==> src/hw/rtl/tcss_pkg.sv <==
// ---------------------------------------------------------------------------
// tcss_pkg
// Shared types and constants of the tempo-locked chord step sequencer.
// ---------------------------------------------------------------------------
package tcss_pkg;

	localparam int MAX_CHORDS = 8;
	localparam int BEAT_WIDTH = 18;

	localparam int LEN_W   = 4;
	localparam int POS_W   = 3;
	localparam int BARS_W  = 3;
	localparam int PASS_W  = 4;
	localparam int CNT_W   = BEAT_WIDTH + 5;
	localparam int PROG_W  = 22;
	localparam int ADDR_W  = 5;
	localparam int DATA_W  = 32;

	localparam logic [BEAT_WIDTH-1:0] BEAT_LENGTH_RST = BEAT_WIDTH'(29400);
	localparam logic [BARS_W-1:0]     BARS_RST        = BARS_W'(1);
	localparam logic [PASS_W-1:0]     ROLL_PASSES_RST = PASS_W'(2);
	localparam logic [PASS_W-1:0]     PASSES_MAX      = {PASS_W{1'b1}};
	localparam logic [LEN_W-1:0]      MAX_LEN         = LEN_W'(MAX_CHORDS);
	localparam logic [3:0]            POS_NONE        = 4'hF;

	typedef enum logic [2:0] {
		REG_BEAT_LENGTH      = 3'd0,
		REG_BARS_PER_CHORD   = 3'd1,
		REG_CLICK_ENABLE     = 3'd2,
		REG_AUTO_ROLL_ENABLE = 3'd3,
		REG_AUTO_ROLL_PASSES = 3'd4
	} reg_idx_t;

	typedef struct packed {
		logic [BEAT_WIDTH-1:0] beat_length;
		logic [BARS_W-1:0]     bars_per_chord;
		logic                  click_enable;
		logic                  auto_roll_enable;
		logic [PASS_W-1:0]     auto_roll_passes;
	} cfg_t;

	typedef struct packed {
		logic             transport_on;
		logic             hold_time;
		logic             panic;
		logic             new_loop_valid;
		logic [LEN_W-1:0] new_loop_length;
		logic             jump_valid;
		logic [POS_W-1:0] jump_target;
	} item_t;

	typedef struct packed {
		logic              strike;
		logic [POS_W-1:0]  strike_index;
		logic              silence;
		logic              click;
		logic              click_accent;
		logic              roll_request;
		logic [3:0]        position;
		logic [PROG_W-1:0] chord_progress;
	} result_t;

	typedef struct packed {
		logic [CNT_W-1:0]      chord_sample_count;
		logic [BEAT_WIDTH-1:0] beat_sample_count;
		logic [POS_W-1:0]      chord_position;
		logic [PASS_W-1:0]     passes_done;
		logic [LEN_W-1:0]      loop_length;
		logic [LEN_W-1:0]      waiting_length;
		logic                  waiting_valid;
		logic                  roll_pending;
		logic                  was_playing;
	} state_t;

endpackage

==> src/hw/rtl/tempo_chord_step_sequencer.sv <==
// ---------------------------------------------------------------------------
// tempo_chord_step_sequencer
// Sample-rate chord step sequencer: counts beats and chords, strikes chords,
// flags clicks, silencing and auto-roll requests.
// ---------------------------------------------------------------------------
//  channel   handshake                 payload
//  apb       psel/penable/pwrite       paddr, pwdata, prdata (pready tied high)
//  in        in_valid / in_ready       transport_on .. jump_target
//  out       out_valid / out_ready     strike .. chord_progress
//
//  One request per cycle unless the result stalls; requests pass the input and then the result register.
//  The input register feeds one pass of tick logic that updates the state
//  and loads the result register in the same edge.
//  Reset clears all counters and loop state; no clearing pass is needed.
//  A stalled result holds; the input register keeps taking requests until
//  it is full behind the held result.
// ---------------------------------------------------------------------------
module tempo_chord_step_sequencer (
	input  logic                              clk,
	input  logic                              arst_n,
	input  logic                              psel,
	input  logic                              penable,
	input  logic                              pwrite,
	input  logic [tcss_pkg::ADDR_W-1:0]       paddr,
	input  logic [tcss_pkg::DATA_W-1:0]       pwdata,
	output logic [tcss_pkg::DATA_W-1:0]       prdata,
	output logic                              pready,
	input  logic                              in_valid,
	output logic                              in_ready,
	input  logic                              transport_on,
	input  logic                              hold_time,
	input  logic                              panic,
	input  logic                              new_loop_valid,
	input  logic [tcss_pkg::LEN_W-1:0]        new_loop_length,
	input  logic                              jump_valid,
	input  logic [tcss_pkg::POS_W-1:0]        jump_target,
	output logic                              out_valid,
	input  logic                              out_ready,
	output logic                              strike,
	output logic [tcss_pkg::POS_W-1:0]        strike_index,
	output logic                              silence,
	output logic                              click,
	output logic                              click_accent,
	output logic                              roll_request,
	output logic signed [3:0]                 position,
	output logic [tcss_pkg::PROG_W-1:0]       chord_progress
);

	tcss_pkg::cfg_t    cfg;
	tcss_pkg::item_t   item_in;
	tcss_pkg::item_t   item_s1;
	logic              valid_s1;
	tcss_pkg::state_t  st_q;
	tcss_pkg::state_t  st_nxt;
	tcss_pkg::result_t res_nxt;
	tcss_pkg::result_t res_q;
	logic              out_valid_q;
	logic              advance;

	tcss_cfg u_cfg (
		.clk     (clk),
		.arst_n  (arst_n),
		.psel    (psel),
		.penable (penable),
		.pwrite  (pwrite),
		.paddr   (paddr),
		.pwdata  (pwdata),
		.prdata  (prdata),
		.pready  (pready),
		.cfg     (cfg)
	);

	tcss_core u_core (
		.cfg    (cfg),
		.st     (st_q),
		.item   (item_s1),
		.st_nxt (st_nxt),
		.res    (res_nxt)
	);

	assign item_in.transport_on    = transport_on;
	assign item_in.hold_time       = hold_time;
	assign item_in.panic           = panic;
	assign item_in.new_loop_valid  = new_loop_valid;
	assign item_in.new_loop_length = new_loop_length;
	assign item_in.jump_valid      = jump_valid;
	assign item_in.jump_target     = jump_target;

	assign advance  = valid_s1 & (~out_valid_q | out_ready);
	assign in_ready = ~valid_s1 | advance;

	always_ff @(posedge clk or negedge arst_n) begin
		if (!arst_n) begin
			valid_s1    <= 1'b0;
			out_valid_q <= 1'b0;
			st_q        <= '0;
		end else begin
			if (in_ready) begin
				valid_s1 <= in_valid;
			end
			if (advance) begin
				out_valid_q <= 1'b1;
				st_q        <= st_nxt;
			end else if (out_ready) begin
				out_valid_q <= 1'b0;
			end
		end
	end

	always_ff @(posedge clk) begin
		if (in_ready && in_valid) begin
			item_s1 <= item_in;
		end
		if (advance) begin
			res_q <= res_nxt;
		end
	end

	assign out_valid      = out_valid_q;
	assign strike         = res_q.strike;
	assign strike_index   = res_q.strike_index;
	assign silence        = res_q.silence;
	assign click          = res_q.click;
	assign click_accent   = res_q.click_accent;
	assign roll_request   = res_q.roll_request;
	assign position       = res_q.position;
	assign chord_progress = res_q.chord_progress;

	a_accent_needs_click: assert property (@(posedge clk) disable iff (!arst_n)
		out_valid_q && res_q.click_accent |-> res_q.click)
		else $error("click accent without a click");

	a_idle_index_zero: assert property (@(posedge clk) disable iff (!arst_n)
		out_valid_q && !res_q.strike |-> res_q.strike_index == '0)
		else $error("strike index set without a strike");

	a_strike_position: assert property (@(posedge clk) disable iff (!arst_n)
		out_valid_q && res_q.strike |-> res_q.position == {1'b0, res_q.strike_index})
		else $error("struck chord differs from reported position");

	a_roll_sets_pending: assert property (@(posedge clk) disable iff (!arst_n)
		advance && res_nxt.roll_request |=> st_q.roll_pending)
		else $error("roll request without pending flag");

endmodule

==> src/hw/rtl/tcss_cfg.sv <==
// ---------------------------------------------------------------------------
// tcss_cfg
// APB register file holding the tempo, bar, click and auto-roll settings.
// ---------------------------------------------------------------------------
module tcss_cfg (
	input  logic                       clk,
	input  logic                       arst_n,
	input  logic                       psel,
	input  logic                       penable,
	input  logic                       pwrite,
	input  logic [tcss_pkg::ADDR_W-1:0] paddr,
	input  logic [tcss_pkg::DATA_W-1:0] pwdata,
	output logic [tcss_pkg::DATA_W-1:0] prdata,
	output logic                       pready,
	output tcss_pkg::cfg_t             cfg
);

	tcss_pkg::cfg_t     cfg_q;
	tcss_pkg::reg_idx_t idx;
	logic               wr_en;

	assign pready = 1'b1;
	assign idx    = tcss_pkg::reg_idx_t'(paddr[4:2]);
	assign wr_en  = psel & penable & pwrite & pready;
	assign cfg    = cfg_q;

	always_ff @(posedge clk or negedge arst_n) begin
		if (!arst_n) begin
			cfg_q.beat_length      <= tcss_pkg::BEAT_LENGTH_RST;
			cfg_q.bars_per_chord   <= tcss_pkg::BARS_RST;
			cfg_q.click_enable     <= 1'b0;
			cfg_q.auto_roll_enable <= 1'b0;
			cfg_q.auto_roll_passes <= tcss_pkg::ROLL_PASSES_RST;
		end else if (wr_en) begin
			case (idx)
				tcss_pkg::REG_BEAT_LENGTH: begin
					cfg_q.beat_length <= pwdata[tcss_pkg::BEAT_WIDTH-1:0];
				end
				tcss_pkg::REG_BARS_PER_CHORD: begin
					cfg_q.bars_per_chord <= pwdata[tcss_pkg::BARS_W-1:0];
				end
				tcss_pkg::REG_CLICK_ENABLE: begin
					cfg_q.click_enable <= pwdata[0];
				end
				tcss_pkg::REG_AUTO_ROLL_ENABLE: begin
					cfg_q.auto_roll_enable <= pwdata[0];
				end
				tcss_pkg::REG_AUTO_ROLL_PASSES: begin
					cfg_q.auto_roll_passes <= pwdata[tcss_pkg::PASS_W-1:0];
				end
				default: begin
				end
			endcase
		end
	end

	always_comb begin
		prdata = '0;
		case (idx)
			tcss_pkg::REG_BEAT_LENGTH: begin
				prdata = tcss_pkg::DATA_W'(cfg_q.beat_length);
			end
			tcss_pkg::REG_BARS_PER_CHORD: begin
				prdata = tcss_pkg::DATA_W'(cfg_q.bars_per_chord);
			end
			tcss_pkg::REG_CLICK_ENABLE: begin
				prdata = tcss_pkg::DATA_W'(cfg_q.click_enable);
			end
			tcss_pkg::REG_AUTO_ROLL_ENABLE: begin
				prdata = tcss_pkg::DATA_W'(cfg_q.auto_roll_enable);
			end
			tcss_pkg::REG_AUTO_ROLL_PASSES: begin
				prdata = tcss_pkg::DATA_W'(cfg_q.auto_roll_passes);
			end
			default: begin
				prdata = '0;
			end
		endcase
	end

endmodule

==> src/hw/rtl/tcss_core.sv <==
// ---------------------------------------------------------------------------
// tcss_core
// Next-state and result logic for one sample tick of the sequencer.
// ---------------------------------------------------------------------------
module tcss_core (
	input  tcss_pkg::cfg_t    cfg,
	input  tcss_pkg::state_t  st,
	input  tcss_pkg::item_t   item,
	output tcss_pkg::state_t  st_nxt,
	output tcss_pkg::result_t res
);

	logic [tcss_pkg::BEAT_WIDTH-1:0] beat_len;
	logic [tcss_pkg::BARS_W-1:0]     bars;
	logic [tcss_pkg::CNT_W-1:0]      chord_len;
	logic [tcss_pkg::LEN_W-1:0]      pos_inc;
	logic [tcss_pkg::LEN_W-1:0]      last_pos;
	logic [tcss_pkg::PASS_W:0]       passes_plus;
	logic                            run;
	tcss_pkg::state_t                s;

	always_comb begin
		beat_len = (cfg.beat_length == '0) ? tcss_pkg::BEAT_WIDTH'(1) : cfg.beat_length;
		if (cfg.bars_per_chord == '0) begin
			bars = tcss_pkg::BARS_W'(1);
		end else if (cfg.bars_per_chord > tcss_pkg::BARS_W'(4)) begin
			bars = tcss_pkg::BARS_W'(4);
		end else begin
			bars = cfg.bars_per_chord;
		end
		chord_len = (tcss_pkg::CNT_W'(beat_len) * tcss_pkg::CNT_W'(bars)) << 2;
	end

	always_comb begin
		s           = st;
		res         = '0;
		res.position = tcss_pkg::POS_NONE;
		run         = 1'b0;
		pos_inc     = '0;
		last_pos    = s.loop_length - tcss_pkg::LEN_W'(1);
		passes_plus = '0;

		if (item.new_loop_valid) begin
			s.waiting_length = (item.new_loop_length > tcss_pkg::MAX_LEN) ?
				tcss_pkg::MAX_LEN : item.new_loop_length;
			s.waiting_valid  = 1'b1;
			s.roll_pending   = 1'b0;
		end

		if (item.transport_on && !s.was_playing) begin
			s.chord_position     = '0;
			s.chord_sample_count = '0;
			s.beat_sample_count  = '0;
			s.passes_done        = '0;
			if (s.waiting_valid) begin
				s.loop_length   = s.waiting_length;
				s.waiting_valid = 1'b0;
			end
		end
		if (!item.transport_on && s.was_playing) begin
			res.silence    = 1'b1;
			s.roll_pending = 1'b0;
		end
		s.was_playing = item.transport_on;

		if (item.panic) begin
			res.silence = 1'b1;
		end

		if (item.jump_valid && item.transport_on) begin
			if (s.waiting_valid) begin
				s.loop_length   = s.waiting_length;
				s.waiting_valid = 1'b0;
			end
			if (s.loop_length != '0) begin
				last_pos = s.loop_length - tcss_pkg::LEN_W'(1);
				s.chord_position = ({1'b0, item.jump_target} < last_pos) ?
					item.jump_target : last_pos[tcss_pkg::POS_W-1:0];
				s.chord_sample_count = '0;
			end
		end

		if (item.transport_on && !item.hold_time &&
			!(s.loop_length == '0 && !s.waiting_valid)) begin
			run = 1'b1;
			if (s.chord_sample_count == '0) begin
				if (s.waiting_valid) begin
					s.loop_length    = s.waiting_length;
					s.waiting_valid  = 1'b0;
					s.chord_position = '0;
					s.passes_done    = '0;
				end
				if (s.loop_length == '0) begin
					run = 1'b0;
				end else begin
					if ({1'b0, s.chord_position} >= s.loop_length) begin
						s.chord_position = '0;
					end
					res.strike          = 1'b1;
					res.strike_index    = s.chord_position;
					s.beat_sample_count = '0;
				end
			end
			if (run) begin
				if (s.beat_sample_count >= beat_len) begin
					s.beat_sample_count = '0;
				end
				if (s.beat_sample_count == '0 && cfg.click_enable) begin
					res.click        = 1'b1;
					res.click_accent = (s.chord_sample_count == '0);
				end
				s.chord_sample_count = s.chord_sample_count + tcss_pkg::CNT_W'(1);
				s.beat_sample_count  = s.beat_sample_count + tcss_pkg::BEAT_WIDTH'(1);

				last_pos    = s.loop_length - tcss_pkg::LEN_W'(1);
				passes_plus = {1'b0, s.passes_done} + (tcss_pkg::PASS_W + 1)'(1);
				if (cfg.auto_roll_enable && !s.roll_pending && !s.waiting_valid &&
					s.beat_sample_count == tcss_pkg::BEAT_WIDTH'(1) &&
					s.chord_sample_count == tcss_pkg::CNT_W'(1) &&
					{1'b0, s.chord_position} == last_pos &&
					passes_plus >= {1'b0, cfg.auto_roll_passes}) begin
					s.roll_pending   = 1'b1;
					res.roll_request = 1'b1;
				end

				if (s.chord_sample_count >= chord_len) begin
					s.chord_sample_count = '0;
					pos_inc = {1'b0, s.chord_position} + tcss_pkg::LEN_W'(1);
					if (pos_inc >= s.loop_length) begin
						s.chord_position = '0;
						if (s.passes_done != tcss_pkg::PASSES_MAX) begin
							s.passes_done = s.passes_done + tcss_pkg::PASS_W'(1);
						end
					end else begin
						s.chord_position = pos_inc[tcss_pkg::POS_W-1:0];
					end
				end
			end
		end

		if (item.transport_on) begin
			if (s.loop_length != '0) begin
				res.position = {1'b0, s.chord_position};
			end
			res.chord_progress = s.chord_sample_count[tcss_pkg::PROG_W-1:0];
		end

		st_nxt = s;
	end

endmodule
==> config.mk <==
export PLATFORM = sky130hd
export DESIGN_NAME = tempo_chord_step_sequencer
export DESIGN_NICKNAME = d
export VERILOG_FILES = /design/src/hw/rtl/tcss_pkg.sv /design/src/hw/rtl/tempo_chord_step_sequencer.sv /design/src/hw/rtl/tcss_cfg.sv /design/src/hw/rtl/tcss_core.sv
export SDC_FILE = /design/constraint.sdc
export NUM_CORES = 1
export LEC_CHECK = 0
export BUFFER_PORTS_ARGS = -buffer_cell sky130_fd_sc_hd__buf_2
export CAP_MARGIN = 20
export CORE_MARGIN = 2
export CORE_UTILIZATION = 60
export DETAILED_ROUTE_END_ITERATION = 12
export GPL_TIMING_DRIVEN = 0
export PLACE_DENSITY = 0.88
export SYNTH_ARGS = -nofsm -noshare
export SYNTH_HDL_FRONTEND = slang
export SYNTH_SLANG_ARGS = --single-unit
==> constraint.sdc <==
create_clock -name clk -period 8.5 [get_ports clk]
set_input_delay 0.425 -clock clk [delete_from_list [all_inputs] [get_ports clk]]
set_output_delay 0.425 -clock clk [all_outputs]
set_load 0.005 [all_outputs]
Yosys cells after proc, flatten, opt, wreduce, memory -nomap -nowiden --
Cells that the tools add are included.
Storage, ports and cells: bits in registers 134, input port bits 56, output and inout bits 69
Operators by class: add/subtract/negate cells 7, multiply operators 1, magnitude comparators 8, equality and inequality tests 8, muxes and demuxes 51, bitwise logic cells 9, reductions and logical operators 41
Operators by type and width (count):
- 2-to-1 mux 52 bit | 2
- one-hot mux 18 bit (5 select lines) | 1
- 2-to-1 mux 18 bit | 4
- 2-to-1 mux 23 bit | 3
- 2-to-1 mux 29 bit | 2
- 2-to-1 mux 48 bit | 1
- zero test 18 bit | 2
- 2-to-1 mux 4 bit | 9
- 2-to-1 mux 11 bit | 3
- adder 23 x 1 -> 23 bit, second input constant | 1
- equality test 23 x 1 -> 1 bit, second input constant | 1
- >= comparator 23 bit | 1
- zero test 23 bit | 1
- multiplier 18 x 3 -> 21 bit | 1
- 2-to-1 mux 21 bit | 1
- 2-to-1 mux 3 bit | 7
- adder 18 x 1 -> 18 bit, second input constant | 1
- equality test 18 x 1 -> 1 bit, second input constant | 1
- >= comparator 18 bit | 1
- AND reduction 2 bit | 8
- logical AND 1 bit | 14
- 2-to-1 mux 1 bit | 14
- zero test 4 bit | 2
- nonzero test 4 bit | 2
- 26 further kinds | 42

Depth between registers and ports, before layout --
Gate-level depths: netlist (run 1).
word-level depth 33, gate-level depth with buffers 37, depth with buffers taken out 33

Cells and area by module --
From an unflattened synthesis (run 1), not the netlist that was laid out.
Second synthesis, totals: cell total of the unflattened synthesis 1269, area, all modules 11659.9 µm²
By module, submodules not included:
- tcss_core | instances 1, cells an instance 974, area an instance 6287.3 µm², sequential area each 0.0 µm²
- tempo_chord_step_sequencer | instances 1, cells an instance 179, area an instance 3916.3 µm², sequential area each 2907.8 µm²
- tcss_cfg | instances 1, cells an instance 116, area an instance 1456.4 µm², sequential area each 688.2 µm²

Least setup slack after synthesis (run 1) --
No wires, ideal clock.
kind register to register, start point reg item_s1[8] (netlist bit), end point reg st_q[1] (netlist bit), data arrival time 7348 ps, required time 8431 ps, slack 1084 ps, cell stages (with the launch flop) 37, path buffers 4, cells stage by stage edfxtp_1 -> buf_2 -> o21ai_2 -> inv_1 -> ha_1 -> and3b_1 -> a211o_1 -> o211a_2 -> clkbuf_1 -> nand2_1 -> ha_1 -> nand3_1 -> a211oi_1 -> a221oi_4 -> a21oi_2 -> nor2_1 -> clkbuf_1 -> and2_1 -> ha_1 -> and4_1 -> a31o_2 -> a211oi_1 -> o221ai_1 -> nor4_4 -> nand2_1 -> inv_1 -> ha_1 -> and2_1 -> and3_1 -> clkbuf_1 -> and3_1 -> and3_1 -> xor2_1 -> a211o_1 -> a2111oi_0 -> and4b_4 -> a21bo_1
On the way: cells in the longest elaborated chain, start to end 26, elaborated cells between the ends (all ways) 60, classes of those cells 5 x add/sub; 4 x order compare; 3 x eq/ne; 32 x mux; 16 x reduce/logical
Ends and longest elaborated chain:
- start, declared | line tempo_chord_step_sequencer.sv:51 | tcss_pkg::item_t item_s1;
- start signal, assigned | line tempo_chord_step_sequencer.sv:112 | item_s1 <= item_in;
- 2-to-1 mux 6 bit * | line tcss_core.sv:43 | if (item.new_loop_valid) begin
- 2-to-1 mux 4 bit | line tcss_core.sv:55 | if (s.waiting_valid) begin
- 2-to-1 mux 52 bit | line tcss_core.sv:50 | if (item.transport_on && !s.was_playing) begin
- 2-to-1 mux 4 bit | line tcss_core.sv:71 | if (s.waiting_valid) begin
- 2-to-1 mux 4 bit (2 in series) | line tcss_core.sv:70 | if (item.jump_valid && item.transport_on) begin
- 2-to-1 mux 11 bit | line tcss_core.sv:87 | if (s.waiting_valid) begin
- 2-to-1 mux 11 bit | line tcss_core.sv:86 | if (s.chord_sample_count == '0) begin
- 2-to-1 mux 11 bit | line tcss_core.sv:83 | if (item.transport_on && !item.hold_time &&
- [... 9 more ...]
- equality test 18 x 1 -> 1 bit | line tcss_core.sv:118 | s.beat_sample_count == tcss_pkg::BEAT_WIDTH'(1) &&
- logical AND 1 bit | line tcss_core.sv:117 | if (cfg.auto_roll_enable && !s.roll_pending && !s.waiting_valid &&
- logical AND 1 bit | line tcss_core.sv:118
- logical AND 1 bit | line tcss_core.sv:119 | s.chord_sample_count == tcss_pkg::CNT_W'(1) &&
- logical AND 1 bit | line tcss_core.sv:120 | {1'b0, s.chord_position} == last_pos &&
- 2-to-1 mux 1 bit | line tcss_core.sv:117
- 2-to-1 mux 1 bit | line tcss_core.sv:104 | if (run) begin
- 2-to-1 mux 2 bit * | line tcss_core.sv:83
- end signal, assigned | line tempo_chord_step_sequencer.sv:103 | st_q <= st_nxt;
- end, declared | line tempo_chord_step_sequencer.sv:53 | tcss_pkg::state_t st_q;
Mark *: on every way between the ends. The rest lies on a longest branch, timed or not. The select of a mux whose other input is x is not followed. A chain may end at the register's enable or synchronous reset.

Final worst setup path (run 1) --
start point reg st_q[2] (netlist bit), end point reg st_q[1] (netlist bit)
On the way: cells in the longest elaborated chain, start to end 26, elaborated cells between the ends (all ways) 57, classes of those cells 5 x add/sub; 4 x order compare; 3 x eq/ne; 31 x mux; 14 x reduce/logical
Ends and longest elaborated chain (line):
- 2-to-1 mux 6 bit * | tcss_core.sv:43
- 2-to-1 mux 4 bit | tcss_core.sv:55
- 2-to-1 mux 52 bit | tcss_core.sv:50
- 2-to-1 mux 4 bit | tcss_core.sv:71
- 2-to-1 mux 4 bit (2 in series) | tcss_core.sv:70
- 2-to-1 mux 11 bit | tcss_core.sv:87
- 2-to-1 mux 11 bit | tcss_core.sv:86
- 2-to-1 mux 11 bit | tcss_core.sv:83
- [... 9 more ...]
- equality test 18 x 1 -> 1 bit | tcss_core.sv:118
- logical AND 1 bit | tcss_core.sv:117
- logical AND 1 bit | tcss_core.sv:118
- logical AND 1 bit | tcss_core.sv:119
- logical AND 1 bit | tcss_core.sv:120
- 2-to-1 mux 1 bit | tcss_core.sv:117
- 2-to-1 mux 1 bit | tcss_core.sv:104
- 2-to-1 mux 2 bit * | tcss_core.sv:83
Marked as above.

==> impl_summary.md, run 1 <==
Status
The run finished with clean final reports.

Critical path
The critical setup path kind is reg -> reg. The required time of the critical path is 8.88 ns. The register-to-register setup slack is 0.26 ns. The critical-path cell with the highest stage delay is a2111oi_2. Of all nets on the critical path, the largest fanout is 10. The dominant cell type by count on the critical path is ha_1. The arrival time at the worst endpoint is 8.62 ns. The critical path buffer and inverter count is 5. The startpoint identified for the worst register-to-register timing path is st_q[2].

The nature of the critical path endpoint is a register. For the worst flop-to-flop path, the logic depth is 36. The category of cells accounting for the largest share of critical-path delay is compound AO/OA/AOI/OAI gates.

On the worst path, the slowest cell contributes a delay of 0.44 ns. The endpoint identified for the worst register-to-register timing path is st_q[1]. The kind of start point of the critical path is a register.

Synthesis
After synthesis, the share of cell area in mux cells is 0.0339. The most used flip-flop cell after synthesis is dfrtp_1. The dominant cell type by area after synthesis is dfrtp_1. The number of different library cells used by synthesis comes to 100. A synthesized cell averages 8.64 sq um. The post-synthesis sequential element count is 134. By area the synthesized netlist is led by dfrtp_1, edfxtp_1, ha_1, nand2_1, nor2_1. The warning count from the yosys run is 0.

The portion of the post-synthesis area used by sequential elements is 0.320. The proportion of register bits with asynchronous set or reset after synthesis is 0.657. Of the total synthesized cell area, the portion taken by full adders, half adders and majority gates is 0.119. By area, the combinational part of the netlist is dominated by simple AND/OR/NAND/NOR gates. The area share of the largest cell type after synthesis is 0.174. The gate count after technology mapping is 1300. The mapped netlist covers 11200 sq um.

The count of flip-flops with a built-in enable after synthesis is 46. Of the total synthesized cell area, the portion taken by AND, OR, NAND and NOR gates is 0.227. The xor/xnor cell area share of the yosys netlist is 0.0413. The area fraction in compound gates after synthesis is 0.191.

Worst hold path
The endpoint of the worst hold-timing path is item_s1[6]. In this run the worst hold path is classified as in -> reg. The worst hold path depth is 1. The startpoint identified for the worst hold timing path is new_loop_length[2].

Layout
After routing the design area is 12800 sq um. For this run, the share of the core covered by cells in the final layout is 0.690. The share of post-route cells with drive strength above 1 is 0.175. The top cell types in the final layout, fill and taps aside, are nand2_1, buf_2, nor2_1.

The finished layout holds 1680 standard cells, fillers aside. Leaving out fill and tap cells, the most frequent cell in the layout is nand2_1. The layout overhead on the synthesized area is 13.8%. At the end of the flow, the number of nets in the layout was 1585.

Pwr
The leakage power is 5.94 nW. Overall power consumption after layout is estimated at 2.92 mW. The worst voltage drop across the vdd grid is 153 uV. The power per standard cell area is 229 nW/um^2.

Routing
The remaining antenna violation count after routing is 0. For this block, the routed nets add up to 31400 um of wire. The ratio of routed vias to standard cells is 6.36. The first TritonRoute pass finished after 6 iterations. The detailed router placed 10678 vias in this run. For this run, design rule violations remaining after detail routing come to 0. Dividing the detail-routed wire length by the instance count gives 18.7 um.

The first routing iteration left 1373 violations.

Global route
Entering global routing, the biggest net connects 69 pins. The first global-routing pass estimated 50900 um of wire. In the global route stage, overall resource usage came out at 0.318. The via count of the first global-routing pass is 10255.

The number of antenna violations at the first check in global routing is 2. The sum of overflow across all layers after global routing is 0.

CTS
The clock-pin slew on the worst setup and hold paths is 0.07 ns. The maximum level of the CTS H-tree is 4. The cell sitting at the root of the clock tree is a clkbuf_16.

Clock tree synthesis inserted a total of 17 buffers. The clock tree buffer depth is 2. The clock latency of the later-clocked register in the worst-skew pair is 0.44 ns. Counting every sink on the clock net gives 134. TritonCTS built the clock tree.

Placed design
The final RePlAce weighted congestion is 0.993. The detailed placer's ending HPWL is 23100 um. The count of port buffers added during placement is 90.

Once placement completed, the tool counted placed cells totaling 1639. The worst setup slack after placement is -0.775 ns. In this run the cell area measured after placement is 12100 sq um.

STA
In the finished design, the share of the clock period the worst path needs comes to 0.970. At the pin with the least slew margin, the transition time is 1.04 ns. Setup slack closes at 0.258 ns.

The max-slew violation total from the final report came to 0. Clock skew on the completed layout was measured at 0.0155 ns. The maximum operating frequency is 121 MHz. Setup violations remaining at the end of the flow were counted as 0. After layout, the minimum clock period comes to 8.24 ns.

The worst pin sits at a relative slew slack of 0.304. The hold violation total from the final report was 0. Adding up every negative setup slack in the final design gives 0 ns.

The worst slack on hold paths is 0.152 ns.

Die
The floorplan die width is 141 um. The starting utilization of the core area is 0.606. The initialized floorplan defines 50 standard-cell rows. The core region is 18500 sq um. The floorplan step set the die height to 141 um. The die footprint is 19800 sq um. The top-level port count is 125.

Run
The max capacitance violation total is 0.
-- layer usage --
| layer | track usage | routed length, um | part of all wire | up-vias |
|---|---|---|---|---|
| met5 | 0 | 0 | 0 | - |
| met4 | 0.131 | 1250 | 0.040 | 0 |
| met3 | 0.0724 | 2630 | 0.084 | 125 |
| met2 | 0.528 | 15200 | 0.48 | 565 |
| met1 | 0.404 | 12400 | 0.39 | 5078 |
| li1 | - | - | - | 4910 |
-- what timing repair did --
action                                  CTS  global route
cloned                                    0             0
hold buffers                              1             0
endpoints found under the hold margin    15             0
endpoints found under the setup margin    2             2
gates resized for setup                   8             6
buffers inserted                          2             5
pin swaps                                 2             3
-- worst max path at each step --
| stage | cells past startpoint | end | startpoint | slack (ns) |
|---|---|---|---|---|
| 6_report | 36 | st_q[1] | st_q[2] | 0.26 |
| 5_1_grt | 36 | st_q[1] | item_s1[8] | -0.05 |
| 4_1_cts | 36 | st_q[1] | item_s1[8] | 0.04 |
| 3_5_place_dp | 37 | st_q[1] | item_s1[8] | -0.78 |
| 3_3_place_gp | 37 | st_q[1] | item_s1[8] | -0.58 |
| 2_1_floorplan | 36 | st_q[1] | item_s1[8] | 1.08 |
-- cell families (layout without fill, tap and decap cells) --
| logic type | after synthesis | in the layout |
|---|---|---|
| AND/OR/NAND/NOR | 503 | 503 |
| AO/OA/AOI/OAI | 306 | 306 |
| buffers and inverters | 173 | 305 |
| flip-flops | 134 | 134 |
| adder cells (fa/ha/maj) | 97 | 97 |
| XOR/XNOR | 53 | 53 |
| multiplexers | 32 | 32 |
| other | 2 | 16 |
-- power by group --
part           switching, mW  internal, mW
clock network          0.327         0.440
logic                  0.781         0.511
registers              0.104         0.758
-- registers in the layout (all words and copies together), names as in the netlist --
name	flops
u_cfg.cfg	27
chord_progress	22
strike_index	3
valid_s1	1
item_s1	12
silence	1
strike	1
roll_request	1
click	1
out_valid	1
st_q	59
position	4
click_accent	1
-- Yosys cell counts (all sizes together) (8+ instances only) --
cell type and number:
nand3 39, nand4 21, xnor2 31, o31ai 17, and2 51, inv 91
or3 9, nand2 156, dfstp 10, xor2 22, buf 44, mux2 15
or2 8, fa 17, a22o 17, a22oi 15, nor2 99, and3 24
edfxtp 46, mux2i 16, nor2b 11, a21o 21, nand2b 15, a21oi 60
a211oi 9, o21ai 76, ha 80, nor4 20, clkbuf 38, a31oi 10
nor3 25, dfrtp 78
-- cell type report --
type	instances	area [sq um]
Multi-Input combinational cell	1006	6960
Fill cell	1426	5740
Sequential cell	134	3600
Timing Repair Buffer	101	571
Clock buffer	17	425
Buffer	81	415
Inverter	91	342
Tap cell	234	293
Clock inverter	15	171
Antenna cell	1	2.50
(Power assumes the default switching activity.)
==> run 2: changes to the inputs <==
--- a/config.mk
+++ b/config.mk
@@ -14,4 +14,5 @@
 export PLACE_DENSITY = 0.88
 export SYNTH_ARGS = -nofsm -noshare
 export SYNTH_HDL_FRONTEND = slang
+export SYNTH_HIERARCHICAL = 1
 export SYNTH_SLANG_ARGS = --single-unit
==> impl_summary.md, run 2 <==
Critical path
Data on the critical path arrives at its endpoint at 8.47 ns. The reg-to-reg critical path startpoint is st_q[2]. In this design, the stage delay of the slowest critical-path cell is 0.39 ns. STA classifies the critical path startpoint as a register. The setup path with the least slack is of type reg -> reg. STA classifies the critical path endpoint as a register.

Of all nets on the critical path, the largest fanout is 15. The cell depth of the worst flop-to-flop path is 34. The critical-path cell with the highest stage delay is dfrtp_1.

For flop-to-flop paths, the worst setup slack is 0.39 ns. In this run the critical register-to-register path is captured at st_q[1]. The dominant cell type by count on the critical path is ha_1.

For the worst setup path, the data required time is 8.87 ns.

Global route
The global routing usage summed across all routing layers is 0.303. The number of antenna violations at the first check in global routing is 0. The wire length of the first global-routing pass is 49100 um. Entering global routing, the biggest net connects 58 pins. The sum of overflow across all layers after global routing is 0. The via count of the first global-routing pass is 9535.

STA
The worst max-slew margin expressed relative to the limit is 0.377. At the pin with the least slew margin, the transition time is 0.932 ns. Setup violations remaining at the end of the flow were counted as 0.

In the finished design, the share of the clock period the worst path needs comes to 0.954. Across all setup checks in the final design, the least slack found is 0.395 ns. Between clock sinks in the finished design, the worst skew comes to 0.0103 ns. Counting I/O delays and the setup requirement, the final critical path takes 8.11 ns. The max-slew violation total from the final report was 0. The hold violation total from the final report is 0.

The maximum operating frequency is 123 MHz. Adding up every negative setup slack in the final design gives 0 ns.

Routing
In this run the remaining antenna-violating nets after routing total 0. After detailed routing, the number of vias per cell comes to 6.05. The DRC violation count after routing is 0.

The total via count in the routed design is 10135. The routed length per placed instance is 18.3 um. After detailed routing, the total wire length is 30700 um. In this run, the number of DRC markers left after iteration 0 of detailed routing was 1168. The total iterations of the first detailed-routing run is 6.

Synthesis
Counting instances in the post-synthesis netlist gives the leading cell types as nand2_1, nor2_1, inv_1. The count of flip-flops with a built-in enable after synthesis is 46. Yosys mapped the design onto 85 distinct sky130hd cell types. The proportion of register bits with asynchronous set or reset after synthesis is 0.657. Ranked by total cell area, the synthesized netlist is headed by dfrtp_1, edfxtp_1, ha_1, mux2_4, nand2_1. The most used flip-flop cell after synthesis is dfrtp_1. The warning count from the yosys run is 6. The dominant cell type by area after synthesis is dfrtp_1. The average size of a mapped cell is 9.19 sq um. The portion of the post-synthesis area used by sequential elements is 0.308. In this run the cell area of the synthesized design comes to 11700 sq um. Of the post-synthesis cell area, the dominant cell type holds 0.167. The most common cell in the netlist is nand2_1. Synthesis produced 1269 cells. The post-synthesis sequential element count is 134.

Layout
The layout has 1517 filler cells. Summing all flip-flop and latch instances after layout gives 3600 sq um. From synthesis to final layout, the design area changed by 13.7%. Ranked by flip-flop count, first place goes to st_q. Measured on the finished design, the core utilization comes to 0.702. Once layout is done, the placed cells without fillers occupy 13300 sq um. The library cells used most frequently in the layout, excluding fill and tap cells, are nand2_1, nor2_1, buf_2. The count of nets after finishing is 1555. The number of flip-flops under the largest register name is 59. The most common cell after layout, fill and taps aside is nand2_1. The area used by multi-input combinational logic is 7450 sq um. The repair_antennas step left the layout with diodes totalling 0. In the final layout, the share of cells above drive strength 1 is 0.223.

Status
The run finished with clean final reports.

Placed design
The count of port buffers added during placement is 93. The congestion estimate from routability-driven global placement came to 0.952. Detailed placement ended at an HPWL of 22900 um. Before CTS, the worst setup slack after placement is -0.925 ns.

The cell area after placement is 12500 sq um.

Die
During I/O placement, the number of pins put on the boundary was 125. The standard-cell row count is 50. The die footprint is 20600 sq um. The die span in y is 143 um.

The floorplan die width is 143 um. The starting utilization of the core area is 0.617. The placeable core area is 18900 sq um.

CTS
After clock tree synthesis, the clock-pin slew on the worst setup and hold paths is 0.06 ns. TritonCTS built the clock tree. The clock tree buffer depth is 2. The maximum level of the CTS H-tree is 4. The clock buffer count from CTS is 17. The tree is rooted in a clkbuf_16. For this design, the sink count on the clock tree is 134.

Clock latency on the worst-skew pair, taken at its later pin, is 0.43 ns.

Worst hold path
The worst hold path begins at panic. The worst hold path terminates at item_s1[9]. The path class of the tightest hold or removal check is in -> reg. Counting instances, the worst hold path has a depth of 1.

Pwr
The power per standard cell area is 203 nW/um^2. The leakage power is 6.12 nW. The power after layout is 2.69 mW.

Across the VDD grid, the largest voltage drop is 175 uV.

Run
Max-cap violations in this run came to 0.
-- run 2: cell count changes in the layout (fill, tap and decap cells not counted), moves of 13 or more --
cell | previous run | this run
mux2_2 | 15 | 30
mux2_4 | 0 | 60
nand2_1 | 155 | 131
nor2_1 | 96 | 109
o21ai_0 | 69 | 40
-- run 2: power by group --
part / switching [mW] / internal, mW / total [mW]
sequential: 0.0894 / 0.756 / 0.846
clock: 0.318 / 0.397 / 0.715
combinational: 0.677 / 0.455 / 1.13
total: 1.08 / 1.61 / 2.69
-- run 2: worst max path at each step --
stage,end,depth (start not counted),from
6_report,st_q[1],34,st_q[2]
5_1_grt,st_q[1],33,item_s1[7]
4_1_cts,st_q[12],27,u_cfg/cfg[19]
3_5_place_dp,roll_request,33,item_s1[7]
3_3_place_gp,roll_request,33,item_s1[7]
2_1_floorplan,st_q[1],35,st_q[2]
-- run 2: kinds of logic after synthesis --
family          share of synthesized area
simple gates                        0.217
compound gates                      0.132
buf+inv                            0.0638
flops                               0.308
mux                                 0.124
fa+ha+maj                           0.115
xor+xnor                           0.0383
other cells                      0.000644
-- run 2: worst max-delay path, delay by kind of cell, from the launching register on --
kind | cells | cell delay (ns)
buffers and inverters | 5 | 0.81
AO/OA/AOI/OAI | 11 | 2.82
AND/OR/NAND/NOR | 10 | 2.19
flip-flops | 1 | 0.39
adder cells (fa/ha/maj) | 4 | 1.09
multiplexers | 4 | 0.71
-- run 2: cell type report --
cell class,count,share of cell area
timing repair buffer,102,0.0436
multi-input combinational,990,0.562
sequential,134,0.271
clock inverter,13,0.00850
inverter,87,0.0246
tap,260,0.0245
clock buffer,19,0.0342
buffer,70,0.0313
-- run 2: routing by layer --
metal / vias to the layer above / routed length [um] / GRT usage
met2: 512 / 14600 / 0.495
met5: - / 0 / 0
met3: 84 / 2350 / 0.0447
met4: 0 / 813 / 0.105
li1: 4765 / - / -
met1: 4774 / 13000 / 0.413
-- run 2: stage by stage --
| stage | cells | hold WS, ns |
|---|---|---|
| finish | 1675 | 0.168 |
| global route | 1675 | 0.159 |
| CTS | 1669 | 0.152 |
| detailed placement | 1636 | 0.393 |
| global placement | 1635 | 0.489 |
| floorplan | 1282 | 0.129 |
-- run 2: what timing repair did --
item | 4_1_cts | 5_1_grt
hold buffers | 1 | 0
buffers inserted | 0 | 6
pin swaps | 0 | 5
setup endpoints to repair | 3 | 19
resized for setup | 10 | 9
hold endpoints to repair | 21 | 0
